==> config.mk <==
export PLATFORM = sky130hd
export DESIGN_NAME = domain_name_validator_flat
export DESIGN_NICKNAME = d
export VERILOG_FILES = /design/src/sv/dnv_pkg.sv /design/src/sv/dnv_if.sv /design/src/sv/dnv_cfg_regs.sv /design/src/sv/dnv_scan.sv /design/src/sv/domain_name_validator.sv /design/src/flat_wrapper.sv
export SDC_FILE = /design/constraint.sdc
export NUM_CORES = 1
export LEC_CHECK = 0
export BUFFER_PORTS_ARGS = -buffer_cell sky130_fd_sc_hd__clkbuf_2
export CAP_MARGIN = 10
export CORE_MARGIN = 2
export CORE_UTILIZATION = 55
export DETAILED_ROUTE_END_ITERATION = 10
export PLACE_DENSITY = 0.79
export SYNTH_ARGS = -nofsm -noshare
export SYNTH_HDL_FRONTEND = slang
export SYNTH_SLANG_ARGS = --single-unit
==> constraint.sdc <==
create_clock -name clk -period 12.45 [get_ports clk]
set_clock_uncertainty 0.1 [all_clocks]
set_input_delay 0.6225 -clock clk [delete_from_list [all_inputs] [get_ports clk]]
set_output_delay 0.6225 -clock clk [all_outputs]
set_load 0.01 [all_outputs]
==> src/sv/dnv_pkg.sv <==
// ----------------------------------------------------------------------------
// dnv_pkg
// Shared types and constants for the domain name validator.
// ----------------------------------------------------------------------------
`timescale 1ns / 1ps
`default_nettype none

package dnv_pkg;

    localparam int NAME_LEN_W  = 9;
    localparam int LABEL_MAX_W = 7;
    localparam int LABEL_CNT_W = 8;
    localparam int CFG_DATA_W  = 9;
    localparam int CFG_INDEX_W = 1;

    localparam logic [NAME_LEN_W-1:0]  NAME_LEN_SAT  = 9'd511;
    localparam logic [LABEL_CNT_W-1:0] LABEL_CNT_SAT = 8'd255;

    localparam logic [NAME_LEN_W-1:0]  MAX_NAME_LENGTH_RST  = 9'd253;
    localparam logic [LABEL_MAX_W-1:0] MAX_LABEL_LENGTH_RST = 7'd63;

    localparam logic [7:0] CHAR_HYPHEN = 8'h2D;
    localparam logic [7:0] CHAR_DOT    = 8'h2E;
    localparam logic [7:0] CHAR_SPACE  = 8'h20;
    localparam logic [7:0] CHAR_TAB    = 8'h09;
    localparam logic [7:0] CHAR_CR     = 8'h0D;

    typedef enum logic [CFG_INDEX_W-1:0] {
        REG_MAX_NAME_LENGTH  = 1'd0,
        REG_MAX_LABEL_LENGTH = 1'd1
    } cfg_index_t;

    typedef enum logic [3:0] {
        ST_OK          = 4'd0,
        ST_EMPTY       = 4'd1,
        ST_TRAILING    = 4'd2,
        ST_TOO_LONG    = 4'd3,
        ST_NON_ASCII   = 4'd4,
        ST_EMPTY_LABEL = 4'd5,
        ST_LONG_LABEL  = 4'd6,
        ST_HYPHEN_EDGE = 4'd7,
        ST_BAD_CHAR    = 4'd8
    } status_t;

    typedef struct packed {
        logic [7:0] char_byte;
        logic       has_char;
        logic       end_of_name;
    } item_t;

    typedef struct packed {
        status_t               status;
        logic [NAME_LEN_W-1:0] name_length;
    } result_t;

    typedef struct packed {
        logic [NAME_LEN_W-1:0]  max_name_length;
        logic [LABEL_MAX_W-1:0] max_label_length;
    } limits_t;

endpackage

`default_nettype wire

==> src/sv/dnv_if.sv <==
// ----------------------------------------------------------------------------
// dnv_in_if / dnv_out_if
// Valid/ready channels for name bytes and validation results.
// ----------------------------------------------------------------------------
`timescale 1ns / 1ps
`default_nettype none

interface dnv_in_if;
    logic       valid;
    logic       ready;
    logic [7:0] char_byte;
    logic       has_char;
    logic       end_of_name;

    modport source (output valid, output char_byte, output has_char,
                    output end_of_name, input ready);
    modport sink   (input valid, input char_byte, input has_char,
                    input end_of_name, output ready);
endinterface

interface dnv_out_if;
    logic       valid;
    logic       ready;
    logic [3:0] status;
    logic [8:0] name_length;

    modport source (output valid, output status, output name_length, input ready);
    modport sink   (input valid, input status, input name_length, output ready);
endinterface

`default_nettype wire

==> src/sv/dnv_cfg_regs.sv <==
// ----------------------------------------------------------------------------
// dnv_cfg_regs
// Name and label length limit registers, write-only.
// ----------------------------------------------------------------------------
`timescale 1ns / 1ps
`default_nettype none

module dnv_cfg_regs
    import dnv_pkg::*;
(
    input  wire logic                   clk,
    input  wire logic                   rst_n,
    input  wire logic                   cfg_write,
    input  wire logic [CFG_INDEX_W-1:0] cfg_index,
    input  wire logic [CFG_DATA_W-1:0]  cfg_data,
    output limits_t                     limits
);

    limits_t limits_reg;
    limits_t limits_next;

    always_comb
    begin
        limits_next = limits_reg;
        if (cfg_write)
        begin
            unique case (cfg_index_t'(cfg_index))
                REG_MAX_NAME_LENGTH:
                    limits_next.max_name_length = cfg_data[NAME_LEN_W-1:0];
                REG_MAX_LABEL_LENGTH:
                    limits_next.max_label_length = cfg_data[LABEL_MAX_W-1:0];
                default:
                    limits_next = limits_reg;
            endcase
        end
    end

    always_ff @(posedge clk or negedge rst_n)
    begin
        if (!rst_n)
        begin
            limits_reg.max_name_length  <= MAX_NAME_LENGTH_RST;
            limits_reg.max_label_length <= MAX_LABEL_LENGTH_RST;
        end
        else
        begin
            limits_reg <= limits_next;
        end
    end

    assign limits = limits_reg;

endmodule

`default_nettype wire

==> src/sv/dnv_scan.sv <==
// ----------------------------------------------------------------------------
// dnv_scan
// Per-name scan state; folds one byte per cycle while advance is high and forms the status at end.
// ----------------------------------------------------------------------------
`timescale 1ns / 1ps
`default_nettype none

module dnv_scan
    import dnv_pkg::*;
(
    input  wire logic    clk,
    input  wire logic    rst_n,
    input  wire logic    advance,
    input  wire item_t   item,
    input  wire limits_t limits,
    output result_t      result
);

    typedef struct packed {
        logic                   seen_text;
        logic [NAME_LEN_W-1:0]  pending_space_count;
        logic [NAME_LEN_W-1:0]  kept_length;
        logic [LABEL_CNT_W-1:0] label_length;
        logic                   label_starts_hyphen;
        logic                   last_was_hyphen;
        logic [1:0]             trailing_dot_count;
        logic                   label_has_bad_char;
        status_t                first_label_error;
        logic                   non_ascii_seen;
    } scan_state_t;

    scan_state_t state_reg;
    scan_state_t state_next;

    function automatic status_t label_code(input logic [LABEL_CNT_W-1:0] len,
                                           input logic [LABEL_MAX_W-1:0] max_len,
                                           input logic starts_hy,
                                           input logic ends_hy,
                                           input logic bad);
        status_t code;
        code = ST_OK;
        if (len == '0)
            code = ST_EMPTY_LABEL;
        else if (len > {1'b0, max_len})
            code = ST_LONG_LABEL;
        else if (starts_hy || ends_hy)
            code = ST_HYPHEN_EDGE;
        else if (bad)
            code = ST_BAD_CHAR;
        return code;
    endfunction

    logic [7:0]             c;
    logic                   is_space;
    logic                   is_dot;
    logic                   is_hyphen;
    logic                   is_ldh;
    logic                   pend_nz;
    logic [LABEL_CNT_W+1:0] label_sum;
    logic [LABEL_CNT_W-1:0] label1;
    logic                   last1;
    logic                   bad1;
    logic [1:0]             tdc1;
    logic                   rel1;
    logic [1:0]             kept_add;
    logic [NAME_LEN_W+1:0]  kept_sum;
    logic [NAME_LEN_W:0]    pend_sum;
    status_t                code;
    status_t                first_err;
    scan_state_t            a;

    always_comb
    begin
        c         = item.char_byte;
        is_space  = (c == CHAR_SPACE) || (c >= CHAR_TAB && c <= CHAR_CR);
        is_dot    = (c == CHAR_DOT);
        is_hyphen = (c == CHAR_HYPHEN);
        is_ldh    = (c >= "0" && c <= "9") || (c >= "A" && c <= "Z") ||
                    (c >= "a" && c <= "z") || is_hyphen;

        // Held whitespace is committed as bad characters once text follows.
        pend_nz   = (state_reg.pending_space_count != '0);
        label_sum = {2'b00, state_reg.label_length} +
                    {1'b0, state_reg.pending_space_count};
        label1    = (label_sum > {2'b00, LABEL_CNT_SAT}) ? LABEL_CNT_SAT :
                    label_sum[LABEL_CNT_W-1:0];
        last1     = pend_nz ? 1'b0 : state_reg.last_was_hyphen;
        bad1      = state_reg.label_has_bad_char | pend_nz;
        tdc1      = pend_nz ? 2'd0 : state_reg.trailing_dot_count;
        rel1      = pend_nz && (state_reg.trailing_dot_count != 2'd0);
        pend_sum  = {1'b0, state_reg.pending_space_count} + {{NAME_LEN_W{1'b0}}, 1'b1};

        kept_add  = {1'b0, rel1} + {1'b0, (tdc1 != 2'd0)} + {1'b0, !is_dot};
        kept_sum  = {2'b00, state_reg.kept_length} +
                    {2'b00, state_reg.pending_space_count} + {{NAME_LEN_W{1'b0}}, kept_add};

        code = ST_OK;
        a    = state_reg;
        if (item.has_char)
        begin
            if (is_space)
            begin
                if (state_reg.seen_text)
                    a.pending_space_count = (pend_sum > {1'b0, NAME_LEN_SAT}) ?
                                            NAME_LEN_SAT : pend_sum[NAME_LEN_W-1:0];
            end
            else
            begin
                a.seen_text           = 1'b1;
                a.pending_space_count = '0;
                a.non_ascii_seen      = state_reg.non_ascii_seen | c[7];
                a.kept_length         = (kept_sum > {2'b00, NAME_LEN_SAT}) ?
                                        NAME_LEN_SAT : kept_sum[NAME_LEN_W-1:0];
                if (is_dot)
                begin
                    code = label_code(label1, limits.max_label_length,
                                      state_reg.label_starts_hyphen, last1, bad1);
                    if (state_reg.first_label_error == ST_OK)
                        a.first_label_error = code;
                    a.label_length        = '0;
                    a.label_starts_hyphen = 1'b0;
                    a.last_was_hyphen     = 1'b0;
                    a.label_has_bad_char  = 1'b0;
                    a.trailing_dot_count  = (tdc1 >= 2'd2) ? 2'd2 : tdc1 + 2'd1;
                end
                else
                begin
                    a.trailing_dot_count = 2'd0;
                    if (label1 == '0)
                        a.label_starts_hyphen = is_hyphen;
                    a.last_was_hyphen    = is_hyphen;
                    a.label_has_bad_char = bad1 | !is_ldh;
                    a.label_length       = (label1 == LABEL_CNT_SAT) ? LABEL_CNT_SAT :
                                           label1 + {{(LABEL_CNT_W-1){1'b0}}, 1'b1};
                end
            end
        end

        // End of name: close the last label unless a dot is held.
        first_err = a.first_label_error;
        if (a.trailing_dot_count == 2'd0 && a.seen_text && first_err == ST_OK)
            first_err = label_code(a.label_length, limits.max_label_length,
                                   a.label_starts_hyphen, a.last_was_hyphen,
                                   a.label_has_bad_char);

        result.name_length = a.kept_length;
        if (!a.seen_text)
        begin
            result.status      = ST_EMPTY;
            result.name_length = '0;
        end
        else if (a.trailing_dot_count >= 2'd2 ||
                 (a.trailing_dot_count == 2'd1 && a.kept_length == '0))
            result.status = ST_TRAILING;
        else if (a.kept_length > limits.max_name_length)
            result.status = ST_TOO_LONG;
        else if (a.non_ascii_seen)
            result.status = ST_NON_ASCII;
        else
            result.status = first_err;

        state_next = state_reg;
        if (advance)
            state_next = item.end_of_name ? scan_state_t'('0) : a;
    end

    always_ff @(posedge clk or negedge rst_n)
    begin
        if (!rst_n)
            state_reg <= '0;
        else
            state_reg <= state_next;
    end

    a_clear_after_end: assert property (@(posedge clk) disable iff (!rst_n)
        (advance && item.end_of_name) |=>
            (!state_reg.seen_text && state_reg.kept_length == '0 &&
             state_reg.first_label_error == ST_OK))
        else $error("scan state not cleared after end of name");

endmodule

`default_nettype wire

==> src/sv/domain_name_validator.sv <==
// ----------------------------------------------------------------------------
// domain_name_validator
// Streaming host name check (letters, digits, hyphen) with trimming.
// ----------------------------------------------------------------------------
// Result path: the request carrying end_of_name goes from the input register into the result register.
// Throughput: one byte per cycle; input register, scan logic, result register.
// A held result stalls only items that end a name.
// Reset: rst_n clears scan state and handshakes; limits return to 253 / 63.
`timescale 1ns / 1ps
`default_nettype none

module domain_name_validator
    import dnv_pkg::*;
(
    input  wire logic                   clk,
    input  wire logic                   rst_n,
    dnv_in_if.sink                      in_ch,
    dnv_out_if.source                   out_ch,
    input  wire logic                   cfg_write,
    input  wire logic [CFG_INDEX_W-1:0] cfg_index,
    input  wire logic [CFG_DATA_W-1:0]  cfg_data
);

    limits_t limits;
    result_t scan_result;

    logic    s1_valid_reg;
    logic    s1_valid_next;
    item_t   s1_item_reg;
    logic    s1_adv;
    logic    out_valid_reg;
    logic    out_valid_next;
    result_t out_result_reg;
    logic    in_take;

    dnv_cfg_regs u_cfg (
        .clk       (clk),
        .rst_n     (rst_n),
        .cfg_write (cfg_write),
        .cfg_index (cfg_index),
        .cfg_data  (cfg_data),
        .limits    (limits)
    );

    dnv_scan u_scan (
        .clk     (clk),
        .rst_n   (rst_n),
        .advance (s1_adv),
        .item    (s1_item_reg),
        .limits  (limits),
        .result  (scan_result)
    );

    // Only an end-of-name request needs room in the result register.
    assign s1_adv      = s1_valid_reg &&
                         !(s1_item_reg.end_of_name && out_valid_reg && !out_ch.ready);
    assign in_ch.ready = !s1_valid_reg || s1_adv;
    assign in_take     = in_ch.valid && in_ch.ready;

    always_comb
    begin
        s1_valid_next = s1_valid_reg;
        if (in_ch.ready)
            s1_valid_next = in_ch.valid;

        out_valid_next = out_valid_reg && !out_ch.ready;
        if (s1_adv && s1_item_reg.end_of_name)
            out_valid_next = 1'b1;
    end

    always_ff @(posedge clk or negedge rst_n)
    begin
        if (!rst_n)
        begin
            s1_valid_reg  <= 1'b0;
            out_valid_reg <= 1'b0;
        end
        else
        begin
            s1_valid_reg  <= s1_valid_next;
            out_valid_reg <= out_valid_next;
        end
    end

    always_ff @(posedge clk)
    begin
        if (in_take)
        begin
            s1_item_reg.char_byte   <= in_ch.char_byte;
            s1_item_reg.has_char    <= in_ch.has_char;
            s1_item_reg.end_of_name <= in_ch.end_of_name;
        end
        if (s1_adv && s1_item_reg.end_of_name)
            out_result_reg <= scan_result;
    end

    assign out_ch.valid       = out_valid_reg;
    assign out_ch.status      = out_result_reg.status;
    assign out_ch.name_length = out_result_reg.name_length;

    a_ready_when_out_free: assert property (@(posedge clk) disable iff (!rst_n)
        !out_valid_reg |-> in_ch.ready)
        else $error("input stalled with result register empty");

    a_result_loaded: assert property (@(posedge clk) disable iff (!rst_n)
        (s1_adv && s1_item_reg.end_of_name) |=> out_valid_reg)
        else $error("end of name did not produce a result");

    a_empty_zero_len: assert property (@(posedge clk) disable iff (!rst_n)
        (out_valid_reg && out_result_reg.status == ST_EMPTY) |->
            (out_result_reg.name_length == '0))
        else $error("empty name reported with nonzero length");

endmodule

`default_nettype wire
==> src/flat_wrapper.sv <==
// flat-port wrapper written by rule: the top's interface ports become plain ports
module domain_name_validator_flat import dnv_pkg::*;
  (clk, rst_n, cfg_write, cfg_index, cfg_data, in_ch_valid, in_ch_char_byte, in_ch_has_char, in_ch_end_of_name, in_ch_ready, out_ch_valid, out_ch_status, out_ch_name_length, out_ch_ready);
  dnv_in_if in_ch_i ();
  dnv_out_if out_ch_i ();
  input  wire logic clk;
  input  wire logic rst_n;
  input  wire logic cfg_write;
  input  wire logic [CFG_INDEX_W-1:0] cfg_index;
  input  wire logic [CFG_DATA_W-1:0] cfg_data;
  input wire logic [$bits(in_ch_i.valid)-1:0] in_ch_valid;
  input wire logic [$bits(in_ch_i.char_byte)-1:0] in_ch_char_byte;
  input wire logic [$bits(in_ch_i.has_char)-1:0] in_ch_has_char;
  input wire logic [$bits(in_ch_i.end_of_name)-1:0] in_ch_end_of_name;
  output wire logic [$bits(in_ch_i.ready)-1:0] in_ch_ready;
  output wire logic [$bits(out_ch_i.valid)-1:0] out_ch_valid;
  output wire logic [$bits(out_ch_i.status)-1:0] out_ch_status;
  output wire logic [$bits(out_ch_i.name_length)-1:0] out_ch_name_length;
  input wire logic [$bits(out_ch_i.ready)-1:0] out_ch_ready;
  assign in_ch_i.valid = in_ch_valid;
  assign in_ch_i.char_byte = in_ch_char_byte;
  assign in_ch_i.has_char = in_ch_has_char;
  assign in_ch_i.end_of_name = in_ch_end_of_name;
  assign in_ch_ready = in_ch_i.ready;
  assign out_ch_valid = out_ch_i.valid;
  assign out_ch_status = out_ch_i.status;
  assign out_ch_name_length = out_ch_i.name_length;
  assign out_ch_i.ready = out_ch_ready;
  domain_name_validator u_core (.clk(clk), .rst_n(rst_n), .in_ch(in_ch_i), .out_ch(out_ch_i), .cfg_write(cfg_write), .cfg_index(cfg_index), .cfg_data(cfg_data));
endmodule
==> run_results.csv <==
group,metric,value,unit
status,status,"finished, final reports clean",
worst_setup_path,worstPathArrival,7.06,ns
clocking,holdBufCountCts,0,
die,die_y,106,microns
cells_and_area,drive_gt1_share,15.7,%
worst_setup_path,cp_top_family,"compound AO/OA/AOI/OAI gates",
synth,yosysMostFrequentCell,"nand2_1",
synth,yosys-top-cells-area,"dfrtp_1 (18%), edfxtp_1 (12%), ha_1 (10%)",
clocking,cts_resized,0,
worst_setup_path,crit_slowest_cell,"o31ai_1",
hold_path,hold_class,"input port to async pin",
drt,drt-total-wl,15000,microns
run,maxCapViolCount,0,
place,place_ws,5.58,ns
clocking,clock_latency,0.35,ns
clocking,path_clk_slew,0.08,ns
drt,postRouteAntennaNets,0,
worst_setup_path,critical_path_class,"register to register",
clocking,postCtsSetupBuffers,0,
die,core_area,0.0102,sq mm
synth,synthArstFlopShare,70.5,%
sta,hold_viol_final,0,
sta,fmax,142,MHz
synth,synth_edf_count,23,
sta,rsz0062_at_grt,"false",
sta,tns,0,ns
synth,syn_inst,619,
die,rows,37,
die,dieArea,0.0113,sq mm
sta,slew_headroom,26.5,%
synth,synthesis.area,0.00573,sq mm
worst_setup_path,crit_fanout,7,
cells_and_area,n_fill_cell,893,
clocking,clock_path_buffers,2,
sta,final.period_utilization,56.7,%
grt,grt_pass1_vias,4878,
drt,drtPass1Iterations,5,
place,io_buffers,39,
worst_setup_path,slowest_delay,0.61,ns
drt,num_vias,5062,
cells_and_area,area_growth,8.14,%
synth,avgSynthCellArea,9.26,sq um
grt,overflow,0,
drt,wire_per_inst,18.9,microns
synth,yosysWarnings,0,
synth,syn_nets,694,
grt,antenna_found_initial,0,
place,gp_congestion,0.917,
sta,min_period,7.06,ns
sta,holdWs,0.282,ns
synth,synthFlopType,"dfrtp_1",
synth,yosysTopAreaCellShare,18.3,%
clocking,cts_buffers,9,
place,dp_hpwl,11700,microns
cells_and_area,num_antenna_cells,0,
clocking,cts-root-buf,"clkbuf_8",
sta,worst_pin_slew,1.10,ns
sta,final.setup.worst_slack,5.39,ns
cells_and_area,final_nets,727,
synth,seq_area_frac_synth,36.4,%
clocking,cts.sinks,78,
synth,ys_seq_elements,78,
worst_setup_path,required,12.45,ns
clocking,cts_tree,"built",
worst_setup_path,critPathCaptureType,"register",
die,die-width,106,microns
power_and_ir_drop,ir_drop,0.111,mV
worst_setup_path,crit_buf_inv,0,
worst_setup_path,cp_cell_sequence,"nor4_1 -> and4b_1 -> nor2b_1 -> fa_1 -> fa_1 -> fa_1 -> a21o_1 -> a41oi_1 -> a21oi_1 -> o31ai_1 -> nand2_1 -> o22a_1 -> ha_1 -> a21o_1 -> a21oi_1 -> o21ai_0 -> o31ai_1 -> a21oi_1 -> nor4_1 -> nor4_1 -> o41a_1",
synth,synth_area_leader_cell,"dfrtp_1",
power_and_ir_drop,powerDensity,106,mW/mm^2
drt,viasPerCell,6.38,
die,ios,40,
power_and_ir_drop,leakage,2.86,nW
grt,grt_pass1_wl,24500,microns
drt,drt_iter0_markers,588,
sta,slew_violations,0,
die,initial_core_util,56.0,%
synth,synth_cell_types,80,
clocking,ctsHtreeMaxLevel,3,
worst_setup_path,startpoint_type,"register",
cells_and_area,largest_reg_flops,37,
drt,drcViolationCount,0,
sta,setup_viol,0,
grt,grt_start_max_net_pins,56,
grt,gr-usage-all-layers,27.7,%
synth,synthTopCellsByCount,"nand2_1 (56), ha_1 (46), a21oi_1 (42), dfrtp_1 (42), nor2_1 (41)",
-- metal layers --
layer	GRT usage, %	routed length, microns
met5	0	0
met4	8.36	322
met3	4.78	1100
met2	44.6	6990
met1	38.6	6570
-- kinds of logic after synthesis --
logic type	count (synthesis)	synth area share, %
flops	78	36.4
xor+xnor	11	1.68
mux	11	2.34
compound gates	195	23.5
fa+ha+maj	50	11.4
buf+inv	48	3.69
simple gates	226	21.0
-- cell type report --
type                    instances  area [sq um]  area share (%)
clock inverters                 5          32.5           0.525
repair buffers                 42           218            3.51
multi-input cells             493          3440            55.4
clock buffers                  11           153            2.46
well taps                     136           170            2.75
inverters                      28           105            1.70
flip-flops and latches         78          2080            33.6
-- worst paths after layout --
path	cells after the start	endpoint	slack (ns)	start
setup / recovery	21	u_core.out_ch.status[1]	5.39	u_core.u_scan.state_reg[31]
hold / removal	2	u_core.u_cfg.limits[15]	0.28	rst_n
setup reg to reg	21	u_core.out_ch.status[1]	5.39	u_core.u_scan.state_reg[31]
hold reg to reg	1	u_core.u_cfg.limits[6]	0.41	u_core.u_cfg.limits[6]
max in group asynchronous	2	u_core.u_scan.state_reg[25]	11.49	rst_n
min in group clk	1	u_core.s1_item_reg[8]	0.34	in_ch_char_byte[6]
-- metrics by stage --
stage | utilization [%] | total power [mW] | instances | instance area, sq um
floorplan | - | 0.429 | 619 | 5730
global placement | 58.8 | 0.474 | 777 | 6010
detailed placement | 58.8 | 0.481 | 777 | 6010
CTS | 60.6 | 0.660 | 793 | 6200
global route | 60.6 | 0.696 | 793 | 6200
finish | 60.6 | 0.660 | 793 | 6200
-- power by group --
part	internal, mW	switching [mW]	leakage [nW]
registers	0.291	0.0197	0.924
logic	0.0686	0.101	1.83
clock network	0.0847	0.0949	0.0986
total	0.444	0.216	2.86
-- placed cells by master, fill, tap and decap left out, drive strengths merged, types with 7 or more instances in the layout --
master,instances
a31oi,10
nand2,56
edfxtp,23
dfrtp,42
and2,15
a21oi,42
o22a,8
ha,46
nor4,9
a21o,14
mux2,9
or2,11
nand3,20
a22o,16
clkbuf,50
nor2,41
dfstp,13
o21ai,41
a211oi,9
nor3,18
inv,29
nand2b,9
and3,7
(Power assumes the default switching activity.)
